`src/rtl/core/c39_pkg.sv`:
```
// ----------------------------------------------------------------------------
// c39_pkg
// Shared types, constants and the bar pattern table for the Code 39 bar
// encoder.
// ----------------------------------------------------------------------------
`default_nettype none

package c39_pkg;

   // element counts of one symbol
   localparam int unsigned PATTERN_WIDTH  = 9;
   localparam int unsigned BARS_PER_CHAR  = 5;
   localparam int unsigned BAR_IDX_WIDTH  = 3;
   localparam int unsigned OFFSET_WIDTH   = 3;
   localparam int unsigned CHAR_WIDTH     = 8;

   // default depth of the queue between front and back (power of two, >= 2)
   localparam int unsigned QUEUE_DEPTH_DEFAULT = 2;

   // index of the final bar of a symbol
   localparam logic [BAR_IDX_WIDTH-1:0] LAST_BAR_IDX = BAR_IDX_WIDTH'(BARS_PER_CHAR - 1);

   typedef logic [PATTERN_WIDTH-1:0] pattern_type;
   typedef logic [CHAR_WIDTH-1:0]    char_type;
   typedef logic [OFFSET_WIDTH-1:0]  offset_type;
   typedef logic [BAR_IDX_WIDTH-1:0] bar_idx_type;

   // one classified character waiting for the bar sequencer
   typedef struct packed {
      pattern_type pattern;
      logic        start_new;
      logic        show_label;
      char_type    label_char;
   } entry_type;

   // upper-case fold for a..z
   function automatic char_type to_upper(input char_type code);
      char_type folded;
      folded = code;
      if (code >= 8'h61 && code <= 8'h7a) begin
         folded = code - 8'h20;
      end
      return folded;
   endfunction

   // wide/narrow pattern, first element in bit 8, zero when no symbol exists
   function automatic pattern_type lookup_pattern(input char_type code);
      pattern_type pat;
      case (code)
         8'h20:   pat = 9'o304;
         8'h24:   pat = 9'o250;
         8'h25:   pat = 9'o052;
         8'h2a:   pat = 9'o224;
         8'h2b:   pat = 9'o212;
         8'h2d:   pat = 9'o205;
         8'h2e:   pat = 9'o604;
         8'h2f:   pat = 9'o242;
         8'h30:   pat = 9'o064;
         8'h31:   pat = 9'o441;
         8'h32:   pat = 9'o141;
         8'h33:   pat = 9'o540;
         8'h34:   pat = 9'o061;
         8'h35:   pat = 9'o460;
         8'h36:   pat = 9'o160;
         8'h37:   pat = 9'o045;
         8'h38:   pat = 9'o444;
         8'h39:   pat = 9'o144;
         8'h41:   pat = 9'o411;
         8'h42:   pat = 9'o111;
         8'h43:   pat = 9'o510;
         8'h44:   pat = 9'o031;
         8'h45:   pat = 9'o430;
         8'h46:   pat = 9'o130;
         8'h47:   pat = 9'o015;
         8'h48:   pat = 9'o414;
         8'h49:   pat = 9'o114;
         8'h4a:   pat = 9'o034;
         8'h4b:   pat = 9'o403;
         8'h4c:   pat = 9'o103;
         8'h4d:   pat = 9'o502;
         8'h4e:   pat = 9'o023;
         8'h4f:   pat = 9'o422;
         8'h50:   pat = 9'o122;
         8'h51:   pat = 9'o007;
         8'h52:   pat = 9'o406;
         8'h53:   pat = 9'o106;
         8'h54:   pat = 9'o026;
         8'h55:   pat = 9'o601;
         8'h56:   pat = 9'o301;
         8'h57:   pat = 9'o700;
         8'h58:   pat = 9'o221;
         8'h59:   pat = 9'o620;
         8'h5a:   pat = 9'o320;
         default: pat = '0;
      endcase
      return pat;
   endfunction

endpackage

`default_nettype wire

```
`src/rtl/core/c39_front.sv`:
```
// ----------------------------------------------------------------------------
// c39_front
// Accepts characters, folds case, looks up the bar pattern and drops
// characters without a symbol. A start_new on a dropped character is held
// and handed to the next symbol that is queued.
// ----------------------------------------------------------------------------
`default_nettype none

module c39_front (
   input  wire logic                  clock,
   input  wire logic                  reset,
   input  wire logic                  req_valid,
   output logic                       req_ready,
   input  wire c39_pkg::char_type     req_char_code,
   input  wire logic                  req_show_label,
   input  wire logic                  req_start_new,
   output logic                       push_valid,
   input  wire logic                  push_ready,
   output c39_pkg::entry_type         push_entry
);

   c39_pkg::char_type    upper_char;
   c39_pkg::pattern_type pattern;
   logic                 has_symbol;
   logic                 accept;
   logic                 clear_held_ff;
   logic                 clear_held_in;

   // classify the incoming character
   always_comb begin
      upper_char = c39_pkg::to_upper(req_char_code);
      pattern    = c39_pkg::lookup_pattern(upper_char);
      has_symbol = (pattern != '0);
   end

   // the front never stalls except on a full queue
   assign req_ready  = push_ready;
   assign accept     = req_valid && req_ready;
   assign push_valid = req_valid && has_symbol;

   always_comb begin
      push_entry.pattern    = pattern;
      push_entry.start_new  = req_start_new || clear_held_ff;
      push_entry.show_label = req_show_label;
      push_entry.label_char = upper_char;
   end

   // pending clear from a dropped beat
   always_comb begin
      clear_held_in = clear_held_ff;
      if (accept) begin
         if (has_symbol) begin
            clear_held_in = 1'b0;
         end else if (req_start_new) begin
            clear_held_in = 1'b1;
         end
      end
   end

   always_ff @(posedge clock) begin
      if (reset) begin
         clear_held_ff <= 1'b0;
      end else begin
         clear_held_ff <= clear_held_in;
      end
   end

endmodule

`default_nettype wire

```
`src/rtl/core/c39_queue.sv`:
```
// ----------------------------------------------------------------------------
// c39_queue
// Small register queue of classified characters between the front and the
// bar sequencer.
// ----------------------------------------------------------------------------
`default_nettype none

module c39_queue #(
   parameter int unsigned Depth = c39_pkg::QUEUE_DEPTH_DEFAULT
) (
   input  wire logic                  clock,
   input  wire logic                  reset,
   input  wire logic                  push_valid,
   output logic                       push_ready,
   input  wire c39_pkg::entry_type    push_entry,
   output logic                       pop_valid,
   input  wire logic                  pop_ready,
   output c39_pkg::entry_type         pop_entry
);

   localparam int unsigned PtrWidth   = $clog2(Depth);
   localparam int unsigned CountWidth = $clog2(Depth + 1);
   localparam logic [CountWidth-1:0] FullCount = CountWidth'(Depth);

   c39_pkg::entry_type    store_ff [Depth];
   logic [PtrWidth-1:0]   wr_ptr_ff;
   logic [PtrWidth-1:0]   wr_ptr_in;
   logic [PtrWidth-1:0]   rd_ptr_ff;
   logic [PtrWidth-1:0]   rd_ptr_in;
   logic [CountWidth-1:0] count_ff;
   logic [CountWidth-1:0] count_in;
   logic                  do_push;
   logic                  do_pop;

   assign push_ready = (count_ff != FullCount);
   assign pop_valid  = (count_ff != '0);
   assign pop_entry  = store_ff[rd_ptr_ff];
   assign do_push    = push_valid && push_ready;
   assign do_pop     = pop_valid && pop_ready;

   // pointer and fill bookkeeping
   always_comb begin
      wr_ptr_in = do_push ? wr_ptr_ff + 1'b1 : wr_ptr_ff;
      rd_ptr_in = do_pop  ? rd_ptr_ff + 1'b1 : rd_ptr_ff;
      count_in  = count_ff;
      if (do_push && !do_pop) begin
         count_in = count_ff + 1'b1;
      end else if (do_pop && !do_push) begin
         count_in = count_ff - 1'b1;
      end
   end

   always_ff @(posedge clock) begin
      if (reset) begin
         wr_ptr_ff <= '0;
         rd_ptr_ff <= '0;
         count_ff  <= '0;
      end else begin
         wr_ptr_ff <= wr_ptr_in;
         rd_ptr_ff <= rd_ptr_in;
         count_ff  <= count_in;
      end
   end

   // entry storage
   always_ff @(posedge clock) begin
      if (do_push) begin
         store_ff[wr_ptr_ff] <= push_entry;
      end
   end

endmodule

`default_nettype wire

```
`src/rtl/core/c39_back.sv`:
```
// ----------------------------------------------------------------------------
// c39_back
// Bar sequencer: walks the five bars of the head queue entry into the output
// register, one bar per cycle unless rsp_ready stalls it, and keeps the
// running offset carried between characters.
// ----------------------------------------------------------------------------
`default_nettype none

module c39_back (
   input  wire logic                  clock,
   input  wire logic                  reset,
   input  wire logic                  pop_valid,
   output logic                       pop_ready,
   input  wire c39_pkg::entry_type    pop_entry,
   output logic                       rsp_valid,
   input  wire logic                  rsp_ready,
   output c39_pkg::offset_type        rsp_bar_offset,
   output logic                       rsp_wide_bar,
   output logic                       rsp_label_valid,
   output c39_pkg::char_type          rsp_label_char,
   output logic                       rsp_last_bar
);

   c39_pkg::bar_idx_type bar_idx_ff;
   c39_pkg::bar_idx_type bar_idx_in;
   c39_pkg::offset_type  pending_ff;
   c39_pkg::offset_type  pending_in;
   logic                 prev_wide_ff;
   logic                 prev_wide_in;
   logic                 rsp_valid_ff;
   logic                 rsp_valid_in;
   c39_pkg::offset_type  offset_ff;
   logic                 wide_ff;
   logic                 label_valid_ff;
   c39_pkg::char_type    label_char_ff;
   logic                 last_ff;

   logic                 advance;
   logic                 is_first;
   logic                 is_last;
   logic                 bar_wide;
   logic                 space_wide;
   c39_pkg::offset_type  base;
   c39_pkg::offset_type  bar_offset;

   // a bar moves when the output register is free or being drained
   assign advance   = pop_valid && (!rsp_valid_ff || rsp_ready);
   assign is_first  = (bar_idx_ff == '0);
   assign is_last   = (bar_idx_ff == c39_pkg::LAST_BAR_IDX);
   assign pop_ready = advance && is_last;

   // pick this bar and the space before it
   always_comb begin
      case (bar_idx_ff)
         3'd0:    begin bar_wide = pop_entry.pattern[8]; space_wide = 1'b0;                 end
         3'd1:    begin bar_wide = pop_entry.pattern[6]; space_wide = pop_entry.pattern[7]; end
         3'd2:    begin bar_wide = pop_entry.pattern[4]; space_wide = pop_entry.pattern[5]; end
         3'd3:    begin bar_wide = pop_entry.pattern[2]; space_wide = pop_entry.pattern[3]; end
         3'd4:    begin bar_wide = pop_entry.pattern[0]; space_wide = pop_entry.pattern[1]; end
         default: begin bar_wide = 1'b0;                 space_wide = 1'b0;                 end
      endcase
   end

   // distance from the previous bar
   always_comb begin
      if (is_first) begin
         base = pop_entry.start_new ? '0 : pending_ff;
      end else begin
         base = (prev_wide_ff ? 3'd2 : 3'd1) + (space_wide ? 3'd3 : 3'd1);
      end
      bar_offset = base + {2'b00, bar_wide};
   end

   // sequencer state
   always_comb begin
      bar_idx_in   = bar_idx_ff;
      prev_wide_in = prev_wide_ff;
      pending_in   = pending_ff;
      if (advance) begin
         prev_wide_in = bar_wide;
         if (is_last) begin
            bar_idx_in = '0;
            // trailing run after the last bar plus the intercharacter gap
            pending_in = bar_wide ? 3'd3 : 3'd2;
         end else begin
            bar_idx_in = bar_idx_ff + 1'b1;
         end
      end
   end

   // output register valid
   always_comb begin
      rsp_valid_in = rsp_valid_ff;
      if (advance) begin
         rsp_valid_in = 1'b1;
      end else if (rsp_ready) begin
         rsp_valid_in = 1'b0;
      end
   end

   always_ff @(posedge clock) begin
      if (reset) begin
         bar_idx_ff   <= '0;
         prev_wide_ff <= 1'b0;
         pending_ff   <= '0;
         rsp_valid_ff <= 1'b0;
      end else begin
         bar_idx_ff   <= bar_idx_in;
         prev_wide_ff <= prev_wide_in;
         pending_ff   <= pending_in;
         rsp_valid_ff <= rsp_valid_in;
      end
   end

   // output payload
   always_ff @(posedge clock) begin
      if (advance) begin
         offset_ff      <= bar_offset;
         wide_ff        <= bar_wide;
         label_valid_ff <= is_first && pop_entry.show_label;
         label_char_ff  <= (is_first && pop_entry.show_label) ? pop_entry.label_char : '0;
         last_ff        <= is_last;
      end
   end

   assign rsp_valid       = rsp_valid_ff;
   assign rsp_bar_offset  = offset_ff;
   assign rsp_wide_bar    = wide_ff;
   assign rsp_label_valid = label_valid_ff;
   assign rsp_label_char  = label_char_ff;
   assign rsp_last_bar    = last_ff;

endmodule

`default_nettype wire

```
`src/rtl/core/code39_bar_encoder_unit.sv`:
```
// Path: a character's bars pass through the entry queue, then the output register, to rsp_.
// Throughput: one bar per cycle from the bar sequencer into the output register unless
//   rsp_ready stalls it; characters without a symbol produce no bars.
// Reset (synchronous): clears carried offset, queue and output valid.
// ----------------------------------------------------------------------------
// code39_bar_encoder_unit
// Code 39 bar encoder: front classifier, entry queue and bar sequencer.
// ----------------------------------------------------------------------------
`default_nettype none

module code39_bar_encoder_unit #(
   parameter int unsigned QueueDepth = c39_pkg::QUEUE_DEPTH_DEFAULT
) (
   input  wire logic                  clock,
   input  wire logic                  reset,
   input  wire logic                  req_valid,
   output logic                       req_ready,
   input  wire c39_pkg::char_type     req_char_code,
   input  wire logic                  req_show_label,
   input  wire logic                  req_start_new,
   output logic                       rsp_valid,
   input  wire logic                  rsp_ready,
   output c39_pkg::offset_type        rsp_bar_offset,
   output logic                       rsp_wide_bar,
   output logic                       rsp_label_valid,
   output c39_pkg::char_type          rsp_label_char,
   output logic                       rsp_last_bar
);

   logic               push_valid;
   logic               push_ready;
   c39_pkg::entry_type push_entry;
   logic               pop_valid;
   logic               pop_ready;
   c39_pkg::entry_type pop_entry;

   // classify characters
   c39_front u_front (
      .clock          (clock),
      .reset          (reset),
      .req_valid      (req_valid),
      .req_ready      (req_ready),
      .req_char_code  (req_char_code),
      .req_show_label (req_show_label),
      .req_start_new  (req_start_new),
      .push_valid     (push_valid),
      .push_ready     (push_ready),
      .push_entry     (push_entry)
   );

   // decouple front and sequencer
   c39_queue #(
      .Depth (QueueDepth)
   ) u_queue (
      .clock      (clock),
      .reset      (reset),
      .push_valid (push_valid),
      .push_ready (push_ready),
      .push_entry (push_entry),
      .pop_valid  (pop_valid),
      .pop_ready  (pop_ready),
      .pop_entry  (pop_entry)
   );

   // emit bars
   c39_back u_back (
      .clock           (clock),
      .reset           (reset),
      .pop_valid       (pop_valid),
      .pop_ready       (pop_ready),
      .pop_entry       (pop_entry),
      .rsp_valid       (rsp_valid),
      .rsp_ready       (rsp_ready),
      .rsp_bar_offset  (rsp_bar_offset),
      .rsp_wide_bar    (rsp_wide_bar),
      .rsp_label_valid (rsp_label_valid),
      .rsp_label_char  (rsp_label_char),
      .rsp_last_bar    (rsp_last_bar)
   );

endmodule

`default_nettype wire

```
`config.mk`:
```
export PLATFORM = sky130hd
export DESIGN_NAME = code39_bar_encoder_unit
export DESIGN_NICKNAME = d
export VERILOG_FILES = /design/src/rtl/core/c39_pkg.sv /design/src/rtl/core/c39_front.sv /design/src/rtl/core/c39_queue.sv /design/src/rtl/core/c39_back.sv /design/src/rtl/core/code39_bar_encoder_unit.sv
export SDC_FILE = /design/constraint.sdc
export NUM_CORES = 1
export LEC_CHECK = 0
export ABC_AREA = 1
export BUFFER_PORTS_ARGS = -buffer_cell sky130_fd_sc_hd__clkbuf_2
export CAP_MARGIN = 20
export CORE_MARGIN = 2
export CORE_UTILIZATION = 64
export DETAILED_ROUTE_END_ITERATION = 10
export GPL_TIMING_DRIVEN = 0
export PLACE_DENSITY = 0.83
export SYNTH_ARGS = -nofsm -noshare
export SYNTH_HDL_FRONTEND = slang
export SYNTH_SLANG_ARGS = --single-unit
```
`constraint.sdc`:
```
create_clock -name clock -period 5.3 [get_ports clock]
set_input_delay 1.06 -clock clock [delete_from_list [all_inputs] [get_ports clock]]
set_output_delay 1.06 -clock clock [all_outputs]
set_load 0.01 [all_outputs]
```
==> results of run 1 <==
==> path summary, 6_finish.rpt <==
| check | depth (start not counted) | start | to |
|---|---|---|---|
| max | 14 | req_char_code[1] | u_queue.store_ff[1][2]$_DFFE_PP_ |
| min | 1 | u_back.pending_ff[1]$_SDFFE_PP0P_ | u_back.pending_ff[1]$_SDFFE_PP0P_ |
| max reg2reg | 10 | flip-flop | u_back.rsp_bar_offset[2]$_DFFE_PP_ |
| min reg2reg | 1 | u_back.pending_ff[1]$_SDFFE_PP0P_ | u_back.pending_ff[1]$_SDFFE_PP0P_ |
==> metrics by stage <==
step	cell area [sq um]	instances	hold slack [ns]	setup slack (ns)	util, %
after floorplan	3540	406	0.442	1.67	-
after global placement	3770	507	0.451	0.698	69.8
after detailed placement	3790	508	0.461	1.41	70.2
after CTS	4030	524	0.490	1.78	74.6
after global routing	4030	524	0.507	1.41	74.6
final	4030	524	0.490	1.77	74.6
==> flip-flops by register name (all words and copies together) (netlist names), named ones only <==
signal	flops
u_back.rsp_bar_offset	3
u_queue.count_ff	2
u_back.rsp_label_char	8
u_front.clear_held_ff	1
u_back.pending_ff	2
u_back.rsp_wide_bar	1
u_back.bar_idx_ff	3
u_back.rsp_last_bar	1
u_back.rsp_valid	1
u_back.rsp_label_valid	1
u_back.prev_wide_ff	1
u_queue.rd_ptr_ff	1
u_queue.wr_ptr_ff	1
u_queue.store_ff	38
==> logic make-up (layout without fill, tap and decap cells) <==
group	after synthesis	count (layout)
flip-flops	65	65
buffers and inverters	61	107
adder cells (fa/ha/maj)	17	17
AO/OA/AOI/OAI	68	68
multiplexers	1	1
AND/OR/NAND/NOR	192	192
XOR/XNOR	2	2
==> placed cells by master (no fill, tap or decap), types with 6 or more instances in the layout <==
master,count
nand3_1,34
clkbuf_8,11
edfxtp_1,52
a21oi_1,20
dfxtp_1,13
nor2_1,40
clkbuf_2,29
inv_1,43
o21ai_0,25
nand2_1,98
buf_2,6
ha_1,17
==> cell type report <==
| type | count | area, sq um | area share [%] |
|---|---|---|---|
| Sequential cell | 65 | 1820 | 45.2 |
| Multi-Input combinational cell | 280 | 1480 | 36.7 |
| Clock buffer | 15 | 230 | 5.71 |
| Inverter | 49 | 184 | 4.56 |
| Timing Repair Buffer | 30 | 160 | 3.97 |
| Tap cell | 72 | 90.1 | 2.23 |
| Buffer | 12 | 60.1 | 1.49 |
| Clock inverter | 1 | 8.76 | 0.217 |
==> routing by layer <==
metal | share of wire (%) | track usage, % | up-vias
li1 | - | - | 1440
met1 | 44 | 33.6 | 1312
met2 | 47 | 40.5 | 123
met3 | 6.5 | 4.83 | 21
met4 | 2.6 | 12.6 | 0
met5 | 0 | 0 | -
==> report_power, final <==
part           internal, mW  leakage [nW]  switching (mW)
combinational         0.112          1.12           0.225
clock                 0.282         0.121           0.185
sequential            0.655         0.594          0.0264
total                  1.05          1.83           0.437
==> worst max-delay path: stages <==
cell	delay, ns
clkbuf_2	0.22
inv_1	0.12
ha_1	0.26
inv_1	0.08
nand3_1	0.07
nand2_1	0.08
nand2_2	0.09
a31oi_2	0.46
nand3_1	0.19
nand2_1	0.11
nor2_2	0.05
nand3_2	0.09
nand3_2	0.08
inv_1	0.54
==> impl_metrics.csv, run 1 <==
group,metric,value,unit
synthesis,synthCells,406,
power_and_ir_drop,power_density,368,nW/um^2
clocking,cts_tree,"yes",
final_layout,antennaDiodeCount,0,
sta,timing.fmax,283,MHz
die,die_y,78.4,um
synthesis,synthMuxAreaShare,0.283,%
synthesis,synthDistinctLibCells,38,
drt,vias,2896,
power_and_ir_drop,peakVddDrop,244,uV
sta,period_share,66.6,%
clocking,clockRootBuffer,"clkbuf_8",
synthesis,synth_area,3540,sq um
clocking,clockBufferDepth,2,
critical_path,worst-setup-path-type,"primary input to flip-flop",
die,coreArea,5410,sq um
placed_design,place.gp.congestion,0.989,
die,ios,30,
sta,setup_viol,0,
placed_design,port-buffer-count,29,
clocking,hold_buffers,0,
synthesis,ys.flop_type,"edfxtp_1",
drt,vias_per_cell,5.53,
sta,slew_headroom,35.3,%
placed_design,dp_hpwl,5280,um
sta,final_max_slew_viol_count,0,
grt,antenna_found_initial,0,
clocking,htree_levels,3,
clocking,clk_pin_slew_worst_paths,0.07,ns
synthesis,synthAdderAreaFrac,6.01,%
synthesis,synth-edff-count,52,
synthesis,synth_area_leader_cell,"edfxtp_1",
grt,grt_overflow,0,
clocking,numCtsBuffers,9,
sta,worst_pin_slew,0.970,ns
synthesis,synth_top_family_by_area,"simple AND/OR/NAND/NOR gates",
grt,grt_pass1_wl,12000,um
clocking,post_cts_buffers,0,
synthesis,synth_top_area_share,44.1,%
die,rows,27,
die,die_area,6140,sq um
synthesis,yosys.area_share.simple,23.7,%
synthesis,yosysWarnings,0,
synthesis,ys_ff_latch,65,
synthesis,avgSynthCellArea,8.72,sq um
critical_path,cp.arrival,3.49,ns
sta,final_hold_viol_count,0,
power_and_ir_drop,leakagePower,1.83,nW
critical_path,cp_max_fo,19,
synthesis,ys_seq_area_share,51.5,%
die,floorplan.initialDensity,65.5,%
synthesis,yosys-top-cells-area,"edfxtp_1 (44%), nand2_1 (10%), dfxtp_1 (7.4%)",
drt,drc,0,
sta,rsz0062_at_grt,"no",
drt,drtPass1Iterations,4,
grt,grt_usage,25.4,%
synthesis,syn-num-nets,437,
critical_path,cp-start-kind,"primary input",
critical_path,reg2reg_slack,2.39,ns
sta,period_needed,3.53,ns
flow_run,max_cap_viol_count,0,
clocking,clk_latency,0.34,ns
synthesis,synth_common_cells,"nand2_1 (98), edfxtp_1 (52), inv_1 (43)",
final_layout,area_delta_synth_final,14.0,%
synthesis,synthXorXnorAreaFrac,0.495,%
drt,wl,7240,um
final_layout,fin_nets,478,
worst_hold_path,hold_path.class,"flip-flop to flip-flop",
synthesis,synth_compound_area_share,11.2,%
clocking,cts.sinks,65,
power_and_ir_drop,power,1.49,mW
die,die_w,78.4,um
synthesis,yosysMostFrequentCell,"nand2_1",
grt,grt_pass1_vias,2660,
final_layout,drive_gt1_share,17.3,%
synthesis,synthArstFlopShare,0,%
critical_path,critical_path_required,5.26,ns
final_layout,fillCellCount,384,
sta,skew,0.00978,ns
sta,tns,0,ns
drt,drtIter0Drc,220,
run_status,status,"completed",
clocking,cts_resized,0,
drt,post_drt_wl_per_cell,13.8,um
grt,grt_max_degree,20,
drt,ant_nets,0,
critical_path,end_kind,"flip-flop",
Power figures use the tool's default switching activity.
==> inputs of run 2 (changes only) <==
--- a/config.mk
+++ b/config.mk
@@ -9,10 +9,10 @@
 export BUFFER_PORTS_ARGS = -buffer_cell sky130_fd_sc_hd__clkbuf_2
 export CAP_MARGIN = 20
 export CORE_MARGIN = 2
-export CORE_UTILIZATION = 64
+export CORE_UTILIZATION = 54
 export DETAILED_ROUTE_END_ITERATION = 10
 export GPL_TIMING_DRIVEN = 0
-export PLACE_DENSITY = 0.83
+export PLACE_DENSITY = 0.74
 export SYNTH_ARGS = -nofsm -noshare
 export SYNTH_HDL_FRONTEND = slang
 export SYNTH_SLANG_ARGS = --single-unit
==> constraint.sdc (replaced) <==
create_clock -name clock -period 2.85 [get_ports clock]
set_input_delay 0.57 -clock clock [delete_from_list [all_inputs] [get_ports clock]]
set_output_delay 0.57 -clock clock [all_outputs]
set_load 0.01 [all_outputs]
==> impl_metrics.csv, run 2 (synthesized netlist as in run 1, its figures left out) <==
group,metric,value,unit
final_layout,final_cell_mix,"nand2_1 (96), edfxtp_1 (52), inv_1 (40)",
final_layout,antennaDiodeCount,0,
placed_design,place.gp.congestion,0.877,
sta,hold_slack,0.445,ns
grt,grt_usage,21.6,%
drt,ant_nets,0,
sta,slew_headroom,61.2,%
final_layout,area_delta_synth_final,20.2,%
power_and_ir_drop,power,2.74,mW
final_layout,largest-register,"u_queue.store_ff",
drt,drtIter0Drc,234,
clocking,clk_pin_slew_worst_paths,0.07,ns
drt,vias_per_cell,5.45,
sta,setup_viol,0,
worst_hold_path,whs_path_depth,1,
die,coreArea,6350,sq um
die,floorplan.initialDensity,55.7,%
power_and_ir_drop,leakagePower,1.89,nW
clocking,clockBufferDepth,2,
sta,period_share,97.9,%
clocking,hold_buffers,0,
grt,antenna_found_initial,0,
grt,grt_max_degree,20,
die,die_area,7220,sq um
drt,wl,7930,um
placed_design,dp.cells,512,
final_layout,largest_reg_flops,38,
critical_path,reg2reg_slack,0.26,ns
drt,drtPass1Iterations,5,
final_layout,final_cells,542,
placed_design,placedInstanceArea,3790,sq um
flow_run,max_cap_viol_count,0,
placed_design,dp_hpwl,5340,um
critical_path,r2r_cells,10,
critical_path,critical_path_required,2.88,ns
die,die_y,85.0,um
grt,grt_overflow,0,
sta,fin_ws,0.0585,ns
clocking,cts_tree,"yes",
clocking,clk_latency,0.33,ns
final_layout,fin_nets,491,
critical_path,r2r_end,"u_back.rsp_bar_offset[2]$_DFFE_PP_",
sta,period_needed,2.79,ns
die,die_w,85.0,um
sta,final_hold_viol_count,0,
sta,skew,0.0109,ns
die,rows,29,
placed_design,port-buffer-count,29,
clocking,htree_levels,3,
drt,vias,2955,
run_status,status,"completed",
die,ios,30,
final_layout,drive_gt1_share,23.2,%
critical_path,cp-start-kind,"primary input",
critical_path,worst-setup-path-type,"primary input to flip-flop",
drt,post_drt_wl_per_cell,14.6,um
clocking,numCtsBuffers,9,
critical_path,cp_max_fo,19,
power_and_ir_drop,power_density,644,nW/um^2
grt,grt_pass1_vias,2694,
worst_hold_path,whs_endpoint,"u_queue.store_ff[1][8]$_DFFE_PP_",
grt,grt_pass1_wl,12200,um
final_layout,final_common_cell,"nand2_1",
sta,tns,0,ns
clocking,clockRootBuffer,"clkbuf_8",
power_and_ir_drop,peakVddDrop,476,uV
clocking,cts.sinks,65,
critical_path,cp.arrival,2.83,ns
final_layout,fin_area,4250,sq um
worst_hold_path,hp-start,"req_show_label",
placed_design,pre_cts_ws,-0.854,ns
critical_path,end_kind,"flip-flop",
final_layout,final_util,67.0,%
worst_hold_path,hold_path.class,"primary input to flip-flop",
sta,worst_pin_slew,0.581,ns
sta,final_max_slew_viol_count,0,
sta,timing.fmax,358,MHz
drt,drc,0,
run 2: changes by cell type in the layout (fill, tap and decap cells not counted), moves of 4 or more:
cell | before | now
o21ai_1 | 2 | 6
ha_1 | 17 | 13
o21ai_0 | 25 | 21
buf_4 | 2 | 14
inv_4 | 0 | 4
nor2_1 | 40 | 36
run 2: what timing repair did:
action	in CTS	in global routing
setup buffers	4	9
endpoints found under the setup margin	41	42
resized for setup	14	24
pin swaps	4	7
cloned	0	1
run 2: worst max path at each step:
stage	slack, ns	to	start	cells after the start
6_report	0.06	u_queue.store_ff[0][2]$_DFFE_PP_	req_char_code[1]	17
5_1_grt	-0.009	u_queue.count_ff[1]$_SDFFE_PP0P_	req_char_code[0]	20
4_1_cts	0.003	u_queue.count_ff[1]$_SDFFE_PP0P_	req_char_code[1]	22
3_5_place_dp	-0.85	u_queue.store_ff[0][4]$_DFFE_PP_	req_char_code[1]	14
3_3_place_gp	-0.81	u_queue.store_ff[0][3]$_DFFE_PP_	req_char_code[1]	14
2_1_floorplan	0.01	u_queue.store_ff[0][0]$_DFFE_PP_	req_char_code[0]	13
run 2: layout make-up:
class,instances,area (sq um)
Fill cell,504,2100
Tap cell,77,96.3
Inverter,49,190
Clock buffer,11,163
Multi-Input combinational cell,281,1610
Clock inverter,5,32.5
Buffer,12,62.6
Sequential cell,65,1820
Timing Repair Buffer,42,279
run 2: where the power goes:
group | switching (mW) | internal (mW) | total (mW)
Clock | 0.358 | 0.395 | 0.753
Sequential | 0.0517 | 1.22 | 1.27
Combinational | 0.455 | 0.264 | 0.719
Total | 0.865 | 1.88 | 2.74
run 2: routing by layer:
metal  vias to the layer above  global-route usage [%]  wire, um
li1                       1472                       -         -
met1                      1376                    30.2      3500
met2                        92                    33.7      3870
met3                        15                    3.79       389
met4                         0                    8.66       174
met5                         -                       0         0
run 2: critical path, cell delays in order:
cell and delay (ns):
clkbuf_8 0.15, inv_2 0.09, ha_2 0.21, nand3_1 0.11, nand2_1 0.12, nand2_4 0.10, nand3b_1 0.21, nand2_4 0.11
buf_4 0.15, o21ai_0 0.07, nand3_1 0.16, nand3_2 0.13, nand2_2 0.07, buf_4 0.13, buf_4 0.13, nor2_4 0.13
buf_12 0.17
==> inputs of run 3 (changes only) <==
--- a/config.mk
+++ b/config.mk
@@ -8,6 +8,7 @@
 export ABC_AREA = 1
 export BUFFER_PORTS_ARGS = -buffer_cell sky130_fd_sc_hd__clkbuf_2
 export CAP_MARGIN = 20
+export CORE_ASPECT_RATIO = 0.5
 export CORE_MARGIN = 2
 export CORE_UTILIZATION = 54
 export DETAILED_ROUTE_END_ITERATION = 10
==> impl_metrics.csv, run 3 (synthesized netlist as in run 1, its figures left out) <==
group,metric,value,unit
run_status,status,"completed",
final_layout,largest-register,"u_queue.store_ff",
grt,antenna_found_initial,0,
sta,rsz0062_at_grt,"yes",
die,die_w,118,um
drt,ant_nets,0,
critical_path,cp-start-kind,"primary input",
sta,final_max_slew_viol_count,0,
critical_path,end_kind,"flip-flop",
worst_hold_path,hp-start,"req_show_label",
worst_hold_path,whs_endpoint,"u_queue.store_ff[0][8]$_DFFE_PP_",
final_layout,antennaDiodeCount,0,
drt,vias_per_cell,5.42,
die,coreArea,6210,sq um
critical_path,reg2reg_slack,0.23,ns
sta,tns,0,ns
clocking,cts.sinks,65,
drt,vias,2987,
power_and_ir_drop,power,3.02,mW
die,rows,20,
critical_path,critical_path_required,2.87,ns
sta,hold_slack,0.440,ns
power_and_ir_drop,leakagePower,1.93,nW
final_layout,largest_reg_flops,38,
grt,grt_pass1_wl,12700,um
placed_design,port-buffer-count,29,
drt,post_drt_wl_per_cell,14.4,um
sta,timing.fmax,364,MHz
grt,grt_overflow,0,
drt,drc,0,
final_layout,fin_nets,489,
final_layout,final_common_cell,"nand2_1",
placed_design,placedInstanceArea,3800,sq um
die,ios,30,
final_layout,fin_area,4350,sq um
placed_design,dp_hpwl,5500,um
clocking,cts_tree,"yes",
drt,drtPass1Iterations,5,
critical_path,cp_max_fo,19,
sta,slew_headroom,59.5,%
critical_path,worst-setup-path-type,"primary input to flip-flop",
grt,grt_usage,22.7,%
clocking,clockBufferDepth,2,
power_and_ir_drop,peakVddDrop,372,uV
final_layout,drive_gt1_share,23.5,%
clocking,clk_latency,0.32,ns
flow_run,max_cap_viol_count,0,
final_layout,final_cell_mix,"nand2_1 (94), edfxtp_1 (52), inv_1 (40)",
clocking,numCtsBuffers,9,
sta,final_hold_viol_count,0,
worst_hold_path,whs_path_depth,1,
sta,period_needed,2.75,ns
sta,skew,0.00916,ns
clocking,clockRootBuffer,"clkbuf_16",
sta,period_share,96.3,%
grt,grt_pass1_vias,2725,
die,floorplan.initialDensity,57.0,%
clocking,htree_levels,3,
power_and_ir_drop,power_density,695,nW/um^2
critical_path,r2r_cells,10,
die,die_y,61.2,um
die,die_area,7260,sq um
drt,drtIter0Drc,368,
clocking,clk_pin_slew_worst_paths,0.05,ns
final_layout,area_delta_synth_final,23.0,%
placed_design,place.gp.congestion,0.881,
critical_path,cp.arrival,2.77,ns
drt,wl,7930,um
worst_hold_path,hold_path.class,"primary input to flip-flop",
sta,worst_pin_slew,0.605,ns
grt,grt_max_degree,20,
sta,setup_viol,0,
critical_path,r2r_end,"u_back.rsp_bar_offset[2]$_DFFE_PP_",
==> run 3: per-layer routing <==
layer	up-vias	wire (um)	part of all wire (%)	GRT usage, %
met2	107	3780	48	39.6
met3	13	519	6.5	5.00
met5	-	0	0	0
li1	1473	-	-	-
met4	0	95	1.2	8.84
met1	1394	3530	45	29.0
==> run 3: metrics by stage <==
| step | utilization (%) | setup WS (ns) | instances |
|---|---|---|---|
| detailed placement | 61.2 | -0.839 | 523 |
| finish | 70.1 | 0.104 | 551 |
| CTS | 68.3 | 0.00626 | 544 |
| global placement | 61.2 | -0.771 | 523 |
| floorplan | - | 0.00987 | 406 |
| global route | 70.1 | -0.0461 | 551 |
==> run 3: worst max-delay path: stages <==
cell	delay (ns)
clkbuf_8	0.15
inv_2	0.09
ha_2	0.20
nand3_1	0.11
nand2_2	0.09
nand2_4	0.10
buf_4	0.15
a31oi_4	0.16
buf_4	0.16
nand3_1	0.11
nand2_1	0.09
nor2_2	0.04
nand3_2	0.10
nand2_2	0.07
buf_4	0.13
buf_4	0.13
nor2_4	0.11
buf_12	0.17
==> run 3: power by group <==
| group | internal [mW] | switching, mW |
|---|---|---|
| combinational | 0.259 | 0.465 |
| sequential | 1.22 | 0.0504 |
| clock | 0.666 | 0.365 |
| total | 2.14 | 0.880 |
==> run 3: final cells by class <==
cell class / count / area, sq um
Buffer: 11 / 58.8
Clock buffer: 13 / 272
Clock inverter: 3 / 22.5
Fill cell: 457 / 1850
Inverter: 49 / 190
Multi-Input combinational cell: 281 / 1600
Sequential cell: 65 / 1820
Tap cell: 88 / 110
Timing Repair Buffer: 41 / 274
==> run 3: worst max-delay path by stage <==
stage | startpoint | end | slack (ns)
after floorplan | req_char_code[0] | u_queue.store_ff[0][0]$_DFFE_PP_ | 0.01
after global placement | req_char_code[1] | u_queue.store_ff[0][0]$_DFFE_PP_ | -0.77
after detailed placement | req_char_code[1] | u_queue.store_ff[0][0]$_DFFE_PP_ | -0.84
after CTS | req_char_code[0] | u_queue.count_ff[1]$_SDFFE_PP0P_ | 0.006
after global routing | req_char_code[0] | u_queue.count_ff[1]$_SDFFE_PP0P_ | -0.05
final | req_char_code[1] | u_queue.store_ff[0][14]$_DFFE_PP_ | 0.10
==> run 3: timing repair <==
action / CTS / global route
hold buffers: 0 / 0
pin swaps: 5 / 8
hold endpoints to repair: 0 / 0
buffers inserted: 5 / 7
gates resized for setup: 18 / 26
cloned: 0 / 1
setup endpoints to repair: 41 / 3
